### config.mk
export PLATFORM = sky130hd
export DESIGN_NAME = rmf_sort_chain
export DESIGN_NICKNAME = d
export VERILOG_FILES = /design/src/sv/rgb_median_filter_core_assert.svh /design/src/sv/rmf_pkg.sv /design/src/sv/rmf_sort_cell.sv /design/src/sv/rmf_sort_chain.sv
export SDC_FILE = /design/constraint.sdc
export NUM_CORES = 1
export LEC_CHECK = 0
export BUFFER_PORTS_ARGS = -buffer_cell sky130_fd_sc_hd__buf_2
export CORE_ASPECT_RATIO = 0.6
export CORE_MARGIN = 8
export CORE_UTILIZATION = 43
export DETAILED_ROUTE_END_ITERATION = 12
export PLACE_DENSITY = 0.71
export SETUP_SLACK_MARGIN = 0.4
export SYNTH_ARGS = -nofsm -noshare
export SYNTH_HDL_FRONTEND = slang
export SYNTH_HIERARCHICAL = 1
export SYNTH_SLANG_ARGS = --single-unit
### constraint.sdc
create_clock -name clk -period 2.7 [get_ports clk]
set_input_delay 0.81 -clock clk [delete_from_list [all_inputs] [get_ports clk]]
set_output_delay 0.81 -clock clk [all_outputs]
set_load 0.1 [all_outputs]
### src/sv/rgb_median_filter_core_assert.svh
`ifndef RGB_MEDIAN_FILTER_CORE_ASSERT_SVH
`define RGB_MEDIAN_FILTER_CORE_ASSERT_SVH

// property that must hold at every edge out of reset
`define RMF_ASSERT_ALWAYS(lbl, clk, rst_n, prop, msg) \
	lbl: assert property (@(posedge clk) disable iff (!rst_n) (prop)) else $error(msg);

// consequence in the cycle after the antecedent
`define RMF_ASSERT_NEXT(lbl, clk, rst_n, ante, cons, msg) \
	lbl: assert property (@(posedge clk) disable iff (!rst_n) (ante) |=> (cons)) else $error(msg);

`endif

### src/sv/rmf_pkg.sv
package rmf_pkg;

	localparam int PIX_W      = 8;
	localparam int COL_OUT_W  = 10;
	localparam int ROW_W      = 12;
	localparam int RAD_W      = 2;
	localparam int FW_W       = 11;
	localparam int CFG_IDX_W  = 2;
	localparam int CFG_DATA_W = 12;
	localparam int COORD_W    = 14;
	localparam int RADE_W     = 3;

	localparam logic [RAD_W-1:0] RADIUS_RST = 2'd1;
	localparam logic [FW_W-1:0]  WIDTH_RST  = 11'd500;
	localparam logic [ROW_W-1:0] HEIGHT_RST = 12'd500;

	typedef enum logic [1:0] {
		S_IDLE,
		S_READ,
		S_SETTLE,
		S_OUT
	} rmf_state_t;

	typedef enum logic [CFG_IDX_W-1:0] {
		REG_RADIUS = 2'd0,
		REG_WIDTH  = 2'd1,
		REG_HEIGHT = 2'd2
	} rmf_reg_t;

	typedef struct packed {
		logic clear;
		logic load;
	} rmf_sort_ctl_t;

	typedef logic signed [COORD_W-1:0] coord_t;

	function automatic coord_t clamp_coord(input coord_t v, input coord_t hi);
		coord_t r;
		r = v;
		if (v < 0) r = '0;
		else if (v > hi) r = hi;
		return r;
	endfunction

endpackage

### src/sv/rmf_sort_cell.sv
module rmf_sort_cell import rmf_pkg::*; (
	input  logic             clk,
	input  logic             arst_n,
	input  logic             clear,
	input  logic             in_vld,
	input  logic [PIX_W-1:0] in_val,
	output logic             pass_vld,
	output logic [PIX_W-1:0] pass_val,
	output logic [PIX_W-1:0] val
);
	logic             vld_q;
	logic             pass_vld_q;
	logic [PIX_W-1:0] val_q;
	logic [PIX_W-1:0] pass_q;
	logic             lower;

	assign lower = vld_q && (in_val < val_q);

	always_ff @(posedge clk or negedge arst_n) begin
		if (!arst_n) begin
			vld_q      <= 1'b0;
			pass_vld_q <= 1'b0;
		end else if (clear) begin
			vld_q      <= 1'b0;
			pass_vld_q <= 1'b0;
		end else begin
			if (in_vld) vld_q <= 1'b1;
			pass_vld_q <= in_vld && vld_q;
		end
	end

	// keep the smaller word, hand the larger one on
	always_ff @(posedge clk) begin
		if (in_vld) begin
			if (!vld_q || lower) val_q <= in_val;
			pass_q <= lower ? val_q : in_val;
		end
	end

	assign pass_vld = pass_vld_q;
	assign pass_val = pass_q;
	assign val      = val_q;
endmodule

### src/sv/rmf_sort_chain.sv
module rmf_sort_chain import rmf_pkg::*; #(
	parameter int N = 49
) (
	input  logic                      clk,
	input  logic                      arst_n,
	input  rmf_sort_ctl_t             ctl,
	input  logic [PIX_W-1:0]          in_val,
	output logic [N-1:0][PIX_W-1:0]   vals
);
	logic [N:0]              vld_c;
	logic [N:0][PIX_W-1:0]   val_c;

	assign vld_c[0] = ctl.load;
	assign val_c[0] = in_val;

	for (genvar i = 0; i < N; i++) begin : g_cell
		rmf_sort_cell u_cell (
			.clk      (clk),
			.arst_n   (arst_n),
			.clear    (ctl.clear),
			.in_vld   (vld_c[i]),
			.in_val   (val_c[i]),
			.pass_vld (vld_c[i+1]),
			.pass_val (val_c[i+1]),
			.val      (vals[i])
		);
	end
endmodule
Yosys cells after proc, flatten, opt, wreduce, memory -nomap -nowiden
Index checks and enable logic that the tools add are counted.
- flip-flop bits (word level): 873
- logic and storage cells: 730
- bits of input ports: 12
- output and inout bits: 392
- reduce and logical (&&, ||, !) cells: 293
- magnitude comparators: 49
- mux-type cells: 194
- operator list (kind ; number):
    8-bit < comparator ; 49
    8-bit 2-to-1 mux ; 48
    1-bit 2-to-1 mux ; 146
    2-bit AND reduction ; 49
    2-bit nonzero test ; 49
    1-bit logical AND ; 97
    1-bit logical NOT ; 49
    1-bit logical OR ; 49

Logic depth before layout (Yosys ltp)
- word-level depth: 4
- depth in mapped cells: 7
- gate-level depth less buffers: 7

Hierarchy
The synthesis kept the hierarchy.
- by module, submodules not included (module ; times used ; area each (um^2) ; sequential area each (um^2) ; cells each):
    rmf_sort_cell at g_cell[0].u_cell ... ; 48 ; 847.1 ; 530.5 ; 57
    rmf_sort_cell at g_cell[9].u_cell ; 1 ; 864.6 ; 530.5 ; 54

Worst setup path before layout
No wires, ideal clock.
- path type: register -> register
- start: register g_cell[9].u_cell.val_q[5]
- end: register g_cell[9].u_cell.val_q[0], enable pin
- slack: -0.303 ns
- required time: 2.315 ns
- data arrival time: 2.618 ns
- period minus slack after synthesis: 3.003 ns
- path buffers: 0
- library setup time: 0.385 ns
- cell stages (with the launch flop): 7
- path through: edfxtp_1 > inv_1 > ha_1 > a211o_1 > a21oi_1 > o31ai_1 > a21boi_0
- word-level cells in the longest chain between the ends: 4
- RTL lines (element ; line ; text):
    from (decl) ; rmf_sort_cell.sv:13 ; logic [PIX_W-1:0] val_q;
    from (signal assigned) ; rmf_sort_cell.sv:35 ; if (!vld_q || lower) val_q <= in_val;
    8-bit < comparator ; rmf_sort_cell.sv:17 ; assign lower = vld_q && (in_val < val_q);
    1-bit logical AND ; rmf_sort_cell.sv:17 ;
    1-bit logical OR ; rmf_sort_cell.sv:35 ;
    2-bit AND reduction (no source line) ; - ;
Every way passes these cells.
A chain may end at the register's enable or synchronous reset.

Final worst setup path
- start: register g_cell[1].u_cell.val_q[5]
- end: output vals[13] (netlist name)
- RTL lines (element ; line ; text):
    from (decl) ; rmf_sort_cell.sv:13 ;
    from (signal assigned) ; rmf_sort_cell.sv:35 ;
    to (decl) ; rmf_sort_chain.sv:8 ; output logic [N-1:0][PIX_W-1:0] vals
No word-level cell between the ends.

==> impl_metrics.toml <==
[setup_path]
crit_path_cell_trace = "buf_4"
critPathCaptureType = "output pin"
critical_path_s_largest_stage_delay_ps = 430
regToRegEndpoint = "g_cell[9].u_cell/val[0]$_DFFE_PP_"
critical_setup_path_class = "flip-flop to output pin"
crit_fanout = 3
timing.reg2reg.worst_path_depth = 5
cp_data_arrival_time_ps = 1420
worst-path-buf-inv = 1
regToRegStartpoint = "g_cell[8].u_cell/pass_val[5]$_DFFE_PP_"
ff2ff_setup_slack_ps = 520
crit_path_top_delay_cell = "edfxtp_1"
cpLargestDelayFamily = "flip-flops"
critPathRequiredTime_ps = 1890
critical_path_cell_count = 1
startpoint_type = "flip-flop"
critPathLaunch = "g_cell[1].u_cell/val[5]$_DFFE_PP_"

[clock_tree]
postCtsSetupBuffers = 0
number_of_buffers_between_clock_root_and_the_deepest_sink = 3
cts_inserted_buffers = 84
cts-root-buf = "clkbuf_16"
clock_sink_count = 873
clock_tree.htree_level_count = 3
clk-insertion-delay-late_ps = 660
worst_setup_hold_path_clk_slew_ps = 60
tritoncts_clock_tree = "built"

[drt]
firstDrtPassIters = 5
ant_nets = 0
drt-wirelength-per-cell_um = 20.5
post-route-drc-count = 0
avgViaCountPerCell = 5.11
drt_first_iter_violations = 1633
via_count = 23464
routed_wl_um = 94300

[floorplan]
top_level_ports = 404
chipWidth_um = 415
site_rows = 88
core_box_area_um2 = 95500
die_ar_um2 = 106000
die_height_um = 256
initial_core_utilization = 0.431

[sta]
max-slew-margin-rel = 0.635
fmaxAchievable_ghz = 0.449
hold_viol = 0
worst-slew-pin-transition_ps = 546
layout_min_cycle_time_ps = 2230
timing.final.ws_setup_ps = 473
timing.final.max_slew_violations = 0
rsz_0062_raised_after_global_routing = "false"
skew_ps = 19.6
fin_setup_tns_ps = 0
finalCritPeriodShare = 0.825
final.hold.worst_slack_ps = 101
finalSetupViolCount = 0

[pwr]
power.share.switching = 0.199
power_density_nw_per_um2 = 543
netsw_mw = 5.34
fraction_of_power_consumed_by_the_clock_network = 0.445
cell_internal_pwr_mw = 21.5
power.combinational.fraction = 0.012
leakage_nw = 20.3
power.total_mw = 26.8
irDropWorstVdd_v = 0.000468
power.sequential.fraction = 0.544

[status]
result_of_the_run = "completed"

[place]
dp_slack_ps = 228
gp_congestion = 0.843
port-buffer-count = 403
placedInstanceArea_um2 = 45600
dp_cells = 4441
dpl.hpwl_um = 71000

[layout]
utilization = 0.517
layout.cells.most_common_list = "776 x edfxtp_1, 391 x inv_1, 384 x mux2_2"
area.growth.synth_to_final_pct = 20.0
final_layout_size_suffix_gt1_frac = 0.349
most_common_library_cell_in_the_layout_ignoring_fill_and_taps = "edfxtp_1"
final.fill_count = 7870
final_area_um2 = 49400
final_net_count = 3622
post_layout_nonfiller_instances = 4595
antenna_cells_inserted = 0

[logic_synthesis]
post_synth_inst_count = 2771
mappedNetlistArea_um2 = 41100
yosys_warnings = 6
post_synth.cell_area_avg_um2 = 14.8
synth_nets = 3126

[global_routing]
grt.overflow.total = 0
grt_start_max_net_pins = 56
grt_first_pass_wirelength_um = 146000
grt_util_all_layers = 0.174
vias_in_the_first_global_route = 23818
antenna_found_initial = 0

[job]
maxCapViolCount = 0

[worst_hold_path]
min-delay-path-class = "input pin to asynchronous set/reset pin"
-- area by class of cell --
cell class | count | area [um2] | share of cell area
Clock buffer | 116 | 2370 | 0.0481
Clock inverter | 38 | 382 | 0.00773
Inverter | 391 | 1470 | 0.0297
Multi-Input combinational cell | 1507 | 14700 | 0.297
Sequential cell | 873 | 25700 | 0.521
Tap cell | 1260 | 1580 | 0.0319
Timing Repair Buffer | 410 | 3160 | 0.0639
-- sequential cells by signal, summed over array words and instances, names as in the netlist --
register and cells:
g_cell.u_cell/val 392, g_cell.u_cell/pass_vld 48, g_cell.u_cell/pass_val 384, g_cell.u_cell/vld_q 49
-- repair_timing --
item / CTS / global route
hold buffers: 0 / 0
pin swaps: 0 / 1
resized for setup: 388 / 19
setup endpoints to repair: 386 / 27
-- how the worst max path moves through the flow --
stage | endpoint | slack, ps
floorplan | g_cell[9].u_cell/val[0]$_DFFE_PP_ | 140
global placement | g_cell[0].u_cell/val[0]$_DFFE_PP_ | 210
detailed placement | g_cell[0].u_cell/val[1]$_DFFE_PP_ | 230
CTS | vals[275] | 400
global route | vals[7] | 400
finish | vals[13] | 470
-- per-layer routing --
metal / GRT usage / vias to the layer above / share of wire
met2: 0.262 / 464 / 0.44
met1: 0.253 / 11605 / 0.48
met4: 0.0505 / 0 / 0.031
met3: 0.0375 / 138 / 0.046
met5: 0 / - / 0
li1: - / 11257 / -
-- power groups by stage --
| stage | logic, mW | clock network [mW] | registers [mW] |
|---|---|---|---|
| after floorplan | 0.0997 | 0 | 14.9 |
| after global placement | 0.305 | 0 | 14.9 |
| after detailed placement | 0.308 | 0 | 14.9 |
| after CTS | 0.317 | 12.3 | 14.6 |
| after global routing | 0.338 | 12.8 | 14.6 |
| final | 0.311 | 11.9 | 14.6 |
Power figures use the tool's default switching activity.
